<file path="src/cct_pkg.sv">
// ----------------------------------------------------------------------------
// cct_pkg: shared types and constants for the capsule query unit
// Coordinate widths, derived product widths, opcode and register codes,
// and the capsule configuration record.
// ----------------------------------------------------------------------------
package cct_pkg;

	// field widths
	localparam int COORD_W = 24;            // signed Q.8 coordinate
	localparam int BOX_W   = 16;            // signed integer box corner
	localparam int RAD_W   = COORD_W - 1;   // unsigned Q.8 radius
	localparam int FRAC_W  = 8;
	localparam int IDX_W   = 3;

	// pipeline: five arithmetic stages plus the output register
	localparam int PIPE_DEPTH = 6;

	// derived widths of the sphere datapath
	localparam int DIFF_W = COORD_W + 1;        // ball - origin
	localparam int EDGE_W = COORD_W + 2;        // ball - origin - span
	localparam int PT_W   = COORD_W + 3;        // extended endpoints
	localparam int SQW_W  = 2 * COORD_W;        // one square of w
	localparam int SQD_W  = 2 * COORD_W - 1;    // one square of d
	localparam int SQV_W  = 2 * COORD_W + 2;    // one square of w - d
	localparam int PWD_W  = DIFF_W + COORD_W;   // one signed w*d term
	localparam int RR_W   = 2 * COORD_W;        // summed radius squared
	localparam int WW_W   = 2 * COORD_W + 2;    // |w|^2
	localparam int DD_W   = 2 * COORD_W;        // |d|^2
	localparam int DW_W   = 2 * COORD_W + 2;    // d.w, signed
	localparam int EE_W   = 2 * COORD_W + 4;    // |w - d|^2
	localparam int PP_W   = 2 * COORD_W + 2;    // one partial product
	localparam int PROD_W = 4 * COORD_W + 2;    // wide cross products

	typedef enum logic [1:0] {
		OP_SPHERE   = 2'd0,
		OP_NEAR_BOX = 2'd1,
		OP_IN_BOX   = 2'd2,
		OP_NONE     = 2'd3
	} opcode_t;

	typedef enum logic [IDX_W-1:0] {
		REG_ORIGIN_X = 3'd0,
		REG_ORIGIN_Y = 3'd1,
		REG_ORIGIN_Z = 3'd2,
		REG_SPAN_X   = 3'd3,
		REG_SPAN_Y   = 3'd4,
		REG_SPAN_Z   = 3'd5,
		REG_RADIUS   = 3'd6
	} reg_idx_t;

	typedef struct packed {
		logic signed [COORD_W-1:0] origin_x;
		logic signed [COORD_W-1:0] origin_y;
		logic signed [COORD_W-1:0] origin_z;
		logic signed [COORD_W-1:0] span_x;
		logic signed [COORD_W-1:0] span_y;
		logic signed [COORD_W-1:0] span_z;
		logic        [RAD_W-1:0]   radius;
	} capsule_t;

	typedef struct packed {
		logic near;        // extended bounding box overlaps the box
		logic contained;   // both extended endpoints lie in the box
	} box_res_t;

endpackage

</file>
<file path="src/cct_box.sv">
// ----------------------------------------------------------------------------
// cct_box: box tests against the radius-extended segment
// Builds both extended endpoints per axis and evaluates the overlap test
// (endpoints truncated toward zero) and the containment test (exact Q.8).
// ----------------------------------------------------------------------------
module cct_box (
	input  cct_pkg::capsule_t                     cap,
	input  logic signed [cct_pkg::BOX_W-1:0]      box_min_x,
	input  logic signed [cct_pkg::BOX_W-1:0]      box_min_y,
	input  logic signed [cct_pkg::BOX_W-1:0]      box_min_z,
	input  logic signed [cct_pkg::BOX_W-1:0]      box_max_x,
	input  logic signed [cct_pkg::BOX_W-1:0]      box_max_y,
	input  logic signed [cct_pkg::BOX_W-1:0]      box_max_z,
	output cct_pkg::box_res_t                     res
);
	import cct_pkg::*;

	localparam int INT_W = PT_W - FRAC_W;

	logic signed [COORD_W-1:0] org [3];
	logic signed [COORD_W-1:0] spn [3];
	logic signed [BOX_W-1:0]   bmn [3];
	logic signed [BOX_W-1:0]   bmx [3];
	logic signed [PT_W-1:0]    rad;
	logic signed [PT_W-1:0]    ext [3];
	logic signed [PT_W-1:0]    pa  [3];
	logic signed [PT_W-1:0]    pb  [3];
	logic signed [PT_W-1:0]    plo [3];
	logic signed [PT_W-1:0]    phi [3];
	logic signed [INT_W-1:0]   ilo [3];
	logic signed [INT_W-1:0]   ihi [3];
	logic signed [PT_W-1:0]    qmn [3];
	logic signed [PT_W-1:0]    qmx [3];
	logic [2:0]                near_ax;
	logic [2:0]                in_ax;

	// signed divide by 256, rounding toward zero
	function automatic logic signed [INT_W-1:0] trunc0(input logic signed [PT_W-1:0] x);
		logic signed [INT_W-1:0] q;
		q = x[PT_W-1:FRAC_W];
		if (x[PT_W-1] && (x[FRAC_W-1:0] != '0)) begin
			q = q + INT_W'(1);
		end
		return q;
	endfunction

	always_comb begin
		org[0] = cap.origin_x;  org[1] = cap.origin_y;  org[2] = cap.origin_z;
		spn[0] = cap.span_x;    spn[1] = cap.span_y;    spn[2] = cap.span_z;
		bmn[0] = box_min_x;     bmn[1] = box_min_y;     bmn[2] = box_min_z;
		bmx[0] = box_max_x;     bmx[1] = box_max_y;     bmx[2] = box_max_z;
	end

	assign rad = $signed({{(PT_W - RAD_W){1'b0}}, cap.radius});

	// per-axis endpoints and tests
	always_comb begin
		for (int i = 0; i < 3; i++) begin
			ext[i] = spn[i][COORD_W-1] ? -rad : rad;
			pa[i]  = PT_W'(org[i]) - ext[i];
			pb[i]  = PT_W'(org[i]) + PT_W'(spn[i]) + ext[i];
			plo[i] = (pa[i] < pb[i]) ? pa[i] : pb[i];
			phi[i] = (pa[i] < pb[i]) ? pb[i] : pa[i];
			ilo[i] = trunc0(plo[i]);
			ihi[i] = trunc0(phi[i]);
			near_ax[i] = (ilo[i] <= INT_W'(bmx[i])) && (ihi[i] >= INT_W'(bmn[i]));
			qmn[i] = PT_W'($signed({bmn[i], {FRAC_W{1'b0}}}));
			qmx[i] = PT_W'($signed({bmx[i], {FRAC_W{1'b0}}}));
			in_ax[i] = (pa[i] >= qmn[i]) && (pa[i] <= qmx[i])
				&& (pb[i] >= qmn[i]) && (pb[i] <= qmx[i]);
		end
	end

	assign res.near      = &near_ax;
	assign res.contained = &in_ax;

endmodule

</file>
<file path="config.mk">
export PLATFORM = sky130hd
export DESIGN_NAME = cct_box
export DESIGN_NICKNAME = d
export VERILOG_FILES = /design/src/cct_pkg.sv /design/src/cct_box.sv
export SDC_FILE = /design/constraint.sdc
export NUM_CORES = 1
export LEC_CHECK = 0
export BUFFER_PORTS_ARGS = -buffer_cell sky130_fd_sc_hd__buf_2
export CAP_MARGIN = 10
export CORE_MARGIN = 2
export CORE_UTILIZATION = 35
export DETAILED_ROUTE_END_ITERATION = 10
export PLACE_DENSITY = 0.5
export SYNTH_ARGS = -nofsm -noshare
export SYNTH_HDL_FRONTEND = slang
export SYNTH_SLANG_ARGS = --single-unit
</file>
<file path="constraint.sdc">
create_clock -name vclk -period 22.3
set_input_delay 4.46 -clock vclk [all_inputs]
set_output_delay 4.46 -clock vclk [all_outputs]
set_load 0.1 [all_outputs]
</file>
==> After elaboration in Yosys (flattened, before gate mapping) <==
Index checks and enable logic that the tools add are counted.
{ "word_totals": {"inputBits": 263, "out_inout_bits": 2, "elab_cells": 78, "reg_bits": 0} }
{ "classes": {"order_cmp": 21, "n_addsub": 16, "n_reduce_logical": 26, "n_mux": 15} }
{ "op_table": {"columns": ["cell", "count"], "rows": [
  ["27-bit two-way mux", 9],
  ["27-bit by 24-bit greater-or-equal comparator with 1-bit output", 6],
  ["27-bit by 24-bit less-or-equal comparator with 1-bit output", 6],
  ["19-bit by 2-bit adder with 19-bit output (second input constant)", 6],
  ["19-bit two-way mux", 6],
  ["25-bit by 27-bit adder with 27-bit output", 3],
  ["27-bit < comparator", 3],
  ["24-bit by 27-bit subtractor with 27-bit output", 3],
  ["24-bit by 24-bit adder with 25-bit output", 3],
  ["19-bit by 16-bit greater-or-equal comparator with 1-bit output", 3],
  ["19-bit by 16-bit less-or-equal comparator with 1-bit output", 3],
  ["8-bit nonzero test", 6],
  ["23-bit negation with 27-bit output", 1],
  ["1-bit logical AND", 18],
  ["3-bit AND reduction", 2]
]} }

==> Logic depth before layout (Yosys ltp) <==
Gate-level depths: netlist of run 1.
{ "logic_depth": {"depth_word": 11, "mapped_depth": 49, "mapped_depth_nobuf": 45} }

==> Least setup slack after synthesis of run 1 <==
No wires, ideal clock.
{ "synth_timing": {"path_type": "input to output", "start": "input port cap[1] in the netlist's numbering", "end": "output port res[1] in the netlist's numbering", "arrival_ps": 19234, "path_slack_ps": -1394, "cell_stages": 45, "required_time_ps": 17840, "path_buffers": 4, "cell_sequence": "inv_1 ha_1 or4b_1 buf_2 or4_4 or3_1 or3_1 or3_1 nand2_1 xor2_1 inv_1 fa_1 ha_1 clkbuf_1 nand2_1 nor3_1 nand2_1 a21oi_1 (+9 left out) nand2_1 clkbuf_1 buf_1 nand2_1 o21ai_0 ha_1 nor4b_2 nand3b_1 xnor2_1 mux2_2 ha_1 nand4_1 nor4_1 nand4_1 a221o_1 a21oi_1 o221ai_1 a2111oi_0"} }
{ "synth_rtl": {"columns": ["element", "line_no", "text"], "rows": [
  ["start, declared", "cct_box.sv:7", "input cct_pkg::capsule_t cap,"],
  ["end, declared", "cct_box.sv:14", "output cct_pkg::box_res_t res"]
]} }

==> run_results.csv, run 1 <==
group,metric,value,unit
routing,drtIter0Drc,2193,
final_layout,drive_above_1_share,10.6,%
timing,setup_viol,0,
synthesis,synth.area.top_cells,"ha_1 27%, fa_1 6.2%, xnor2_1 5.1%",
routing,routed_via_density,5.69,
timing,fin_crit,21490,ps
synthesis,syn_avg_cell_area,7.41,µm²
power,p_leak,14.1,nW
floorplan,core,0.0761,mm²
power,peakVddDrop,0.000169,V
final_layout,regArea,0,µm²
clock_tree,post-cts-setup-buffers,0,
floorplan,die_y,281,µm
power,power.density,126,mW/mm²
routing,post_drt_wl_per_cell,21.2,µm
routing,vias,27800,
synthesis,yosys_warnings,0,
synthesis,yosys.area.top_type_share,27.0,%
final_layout,seq_cell_count,0,
synthesis,synth_top_area_cell,"ha_1",
setup_path,path_common_cell,"ha_1",
floorplan,initial_core_util,35.4,%
grt,grt_usage,25.5,%
routing,wl_met3,5.31,mm
routing,routed_wirelength,104,mm
final_layout,nClkBuffers,0,
final_layout,syn2layout_area_growth,9.83,%
synthesis,syn_nets,4560,
setup_path,cp.required,17840,ps
grt,grt_pass1_vias,26300,
routing,wl_met2,46.8,mm
routing,dr.pass1.iters,6,
setup_path,cp-start-kind,"primary input",
place,port_buffers,265,
job,drv_cap,0,
setup_path,slowest_stage,"a221oi_1",
timing,rsz0062_at_grt,"no",
setup_path,crit_fanout,10,
synthesis,ys_seq_area_share,0,%
floorplan,dieArea,0.0791,mm²
setup_path,arrival,17030,ps
grt,grt_max_degree,43,
final_layout,fillers,8274,
hold_path,min_path_type,"in2out",
timing,finalHoldViolCount,0,
timing,fin_crit_sh,96.3,%
synthesis,yosys.cell_types.count,110,
floorplan,die_w,281,µm
routing,drc,0,
timing,slew_headroom,22.8,%
timing,worst_pin_slew,1140,ps
floorplan,row_count,101,
synthesis,syn_area,0.0269,mm²
status,status,"finished clean",
final_layout,final_cell_mix,"580 x ha_1, 348 x inv_1, 272 x nand2_1",
timing,whs,10040,ps
setup_path,critPathMaxStageDelay,790,ps
place,place_hpwl,91.9,mm
setup_path,end_kind,"output port",
timing,final_max_slew_viol_count,0,
grt,grt-ovfl-total,0,
routing,wl_met1,49.5,mm
synthesis,synthCells,3632,
final_layout,final_common_cell,"ha_1",
routing,top_layer,"met5",
grt,antenna_found_initial,15,
floorplan,io_pins,265,
final_layout,fin_nets,4774,
timing,timing.setup.tns,0,ps
place,place_congestion,0.956,
timing,max_freq,46.5,MHz
routing,ant_nets,0,
grt,grt_pass1_wl,157,mm
setup_path,crit_type,"in2out",
-- where the power goes --
part | switching, mW | internal (mW)
Clock | 0 | 0.0000000423
Combinational | 2.25 | 1.48
Sequential | 0 | 0
-- Yosys cell counts (37+ instances only) --
cell and count:
inv_1 348, o211ai_1 37, ha_1 581, mux2i_1 51, xor2_1 134, fa_1 84
nor3_1 102, nand3_1 94, a211oi_1 39, nor4_1 40, xnor2_1 156, nor2_1 215
nor2b_1 59, o21ai_0 176, o21a_1 96, nand2_1 272, a21oi_1 254, nand4_1 114
nand2b_1 50, clkbuf_1 76, a21o_1 122
-- final cells by class --
class / count / area (µm²) / share of cell area [%]
antenna: 7 / 17.5 / 0.0593
inverter: 348 / 1310 / 4.42
multi-input combinational: 3186 / 25300 / 85.5
tap: 1030 / 1290 / 4.36
timing repair buffer: 310 / 1680 / 5.68
-- kinds of logic after synthesis --
group	synth area share, %
AOI/OAI and AO/OA	25.4
xor gates and xnor gates	9.67
adders and majority gates	33.3
buffers and inverters	6.29
muxes	3.03
and+or+nand+nor	22.4
-- worst max-delay path, delay by kind of cell --
kind	cells	cell delay, ps
AO/OA/AOI/OAI	12	3790
adder cells (fa/ha/maj)	5	1640
XOR/XNOR	2	930
AND/OR/NAND/NOR	16	5400
buffers and inverters	5	790
-- final timing paths --
kind | startpoint | endpoint | slack [ps] | cells past startpoint
max | cap[0] | res[1] | 810 | 40
min | box_min_x[0] | res[0] | 10040 | 7
-- repair_timing --
| action | CTS | global route |
|---|---|---|
| resized for setup | 0 | 2 |
| endpoints found under the hold margin | 0 | 0 |
| setup endpoints to repair | 0 | 1 |
| hold buffers | 0 | 0 |
-- metal layers --
| layer | GRT usage, % | up-vias |
|---|---|---|
| li1 | - | 13900 |
| met1 | 36.4 | 13100 |
| met2 | 42.1 | 756 |
| met3 | 1.60 | 76 |
| met4 | 4.62 | 10 |
| met5 | 0 | - |
-- metrics by stage --
step,utilization [%],area [µm²],cells,worst slack [ps],power [mW]
6_report,38.8,29600,4881,814,3.73
5_1_grt,38.8,29500,4878,6.22,4.15
4_1_cts,38.8,29500,4874,734,3.68
3_5_place_dp,38.8,29500,4874,776,3.66
3_3_place_gp,38.8,29500,4874,904,3.66
2_1_floorplan,-,26900,3632,1360,2.64
(Power assumes the default switching activity.)
==> inputs of run 2 (changes only) <==
--- a/config.mk
+++ b/config.mk
@@ -5,6 +5,7 @@
 export SDC_FILE = /design/constraint.sdc
 export NUM_CORES = 1
 export LEC_CHECK = 0
+export ABC_AREA = 1
 export BUFFER_PORTS_ARGS = -buffer_cell sky130_fd_sc_hd__buf_2
 export CAP_MARGIN = 10
 export CORE_MARGIN = 2
==> run 2 against run 1 <==
  * Largest power group unchanged
  * Synthesized area fell by 1.0%
  * Core utilization fell by 0.43 points
  * Combinational power fell by 9.4%
==> run_results.csv, run 2 <==
group,metric,value,unit
clock_tree,post-cts-setup-buffers,0,
setup_path,end_kind,"output port",
routing,dr.pass1.iters,6,
place,port_buffers,265,
grt,grt_usage,27.3,%
setup_path,arrival,15060,ps
synthesis,synthMostInstantiatedCell,"nand2_1",
routing,routed_wirelength,110,mm
synthesis,syn_avg_cell_area,6.10,µm²
grt,use_met1,35.4,%
power,power.density,116,mW/mm²
timing,whs,10140,ps
routing,vias,29300,
final_layout,drive_above_1_share,8.53,%
setup_path,crit_type,"in2out",
routing,drtIter0Drc,1878,
floorplan,die_y,280,µm
floorplan,die_w,280,µm
final_layout,nClkBuffers,0,
final_layout,seq_cell_count,0,
hold_path,min_path_type,"in2out",
synthesis,ys_seq_area_share,0,%
synthesis,yosys-top-cells-count,"1097 x nand2_1, 687 x inv_1, 581 x ha_1",
job,drv_cap,0,
timing,final_max_slew_viol_count,0,
synthesis,yosys.cell_types.count,71,
timing,max_freq,51.2,MHz
grt,grt_max_degree,46,
timing,setup_viol,0,
setup_path,crit_fanout,40,
synthesis,synth.area.top_cells,"ha_1 27%, nand2_1 15%, inv_1 9.7%",
power,peakVddDrop,0.0000804,V
final_layout,regArea,0,µm²
synthesis,synthSimpleGateAreaFrac,33.7,%
final_layout,final_common_cell,"nand2_1",
final_layout,final_cell_mix,"1097 x nand2_1, 687 x inv_1, 581 x ha_1",
setup_path,cp-start-kind,"primary input",
grt,grt_use_met2,47.2,%
floorplan,initial_core_util,35.2,%
synthesis,syn_area,0.0266,mm²
synthesis,synth_compound_area_share,15.7,%
synthesis,yosys_warnings,0,
floorplan,row_count,101,
floorplan,io_pins,265,
routing,post_drt_wl_per_cell,19.6,µm
final_layout,fin_nets,5535,
grt,grt_busiest_layer,"met2",
setup_path,path_common_cell,"nand2_1",
floorplan,dieArea,0.0783,mm²
timing,timing.setup.tns,0,ps
timing,fin_crit_sh,87.5,%
synthesis,yosys.area.top_type_share,27.3,%
synthesis,synth-adder-area-share,33.6,%
clock_tree,hold_buffers,0,
grt,grt_pass1_vias,28200,
grt,grt_pass1_wl,165,mm
synthesis,syn_nets,5297,
setup_path,critPathMaxStageDelay,1150,ps
final_layout,syn2layout_area_growth,9.17,%
routing,routed_via_density,5.24,
timing,slew_headroom,12.2,%
timing,worst_pin_slew,1300,ps
timing,finalHoldViolCount,0,
grt,grt-ovfl-total,0,
synthesis,synth-xor-area-share,6.44,%
floorplan,core,0.0757,mm²
clock_tree,cts_resized,0,
synthesis,synthMuxAreaShare,0,%
synthesis,synthCells,4369,
setup_path,slowest_stage,"o21ai_0",
synthesis,synth_top_area_cell,"ha_1",
place,place_hpwl,99.7,mm
grt,antenna_found_initial,21,
grt,gr-usage-met3,2.89,%
timing,rsz0062_at_grt,"no",
routing,drc,0,
synthesis,synth_top_family_by_area,"simple AND/OR/NAND/NOR gates",
timing,fin_crit,19520,ps
place,place_congestion,1.01,
status,status,"finished clean",
power,p_leak,16.0,nW
routing,ant_nets,0,
setup_path,cp.required,17840,ps
## run 2: metrics by stage
| stage | area, µm² | cells | worst slack (ps) | util (%) | power [mW] |
|---|---|---|---|---|---|
| after floorplan | 26600 | 4369 | 3970 | - | 2.42 |
| after global placement | 29100 | 5583 | 2890 | 38.4 | 3.34 |
| after detailed placement | 29100 | 5583 | 2890 | 38.4 | 3.34 |
| after CTS | 29100 | 5583 | 2860 | 38.4 | 3.36 |
| after global routing | 29100 | 5584 | 1850 | 38.4 | 3.82 |
| final | 29100 | 5589 | 2780 | 38.4 | 3.38 |
## run 2: cell type report
cell class         instances  area [µm²]
fillers                 8518       46600
multi-input cells       3633       23800
inverters                697        2620
repair buffers           275        1400
well taps                978        1220
diodes                     6        15.0
## run 2: layer usage
metal / up-vias / part of all wire (%)
met3: 152 / 5.0
met5: - / 0.14
met4: 24 / 4.0
met1: 13400 / 45
li1: 15100 / -
met2: 671 / 46
## run 2: cell families after synthesis
group / count (synthesis)
buf+inv: 736
compound gates: 751
simple gates: 2022
xor+xnor: 195
fa+ha+maj: 665
## run 2: worst max-delay path: cells and delay by family
kind,cells,cell delay (ps)
buffers and inverters,7,1950
XOR/XNOR,2,670
AO/OA/AOI/OAI,12,3310
adder cells (fa/ha/maj),5,1610
AND/OR/NAND/NOR,21,3040
## run 2: power by group
| group | leakage, nW | internal [mW] | total [mW] | switching, mW |
|---|---|---|---|---|
| combinational | 16.0 | 1.11 | 3.38 | 2.26 |
| sequential | 0 | 0 | 0 | 0 |
| clock | 0.0000380 | 0.0000000362 | 0.0000000362 | 0 |
| total | 16.0 | 1.11 | 3.38 | 2.26 |
## run 2: path summary, 6_finish.rpt
path	start	endpoint	slack, ps	cells past startpoint
worst min-delay path	box_min_x[0]	res[1]	10140	7
worst max-delay path	cap[94]	res[1]	2780	47
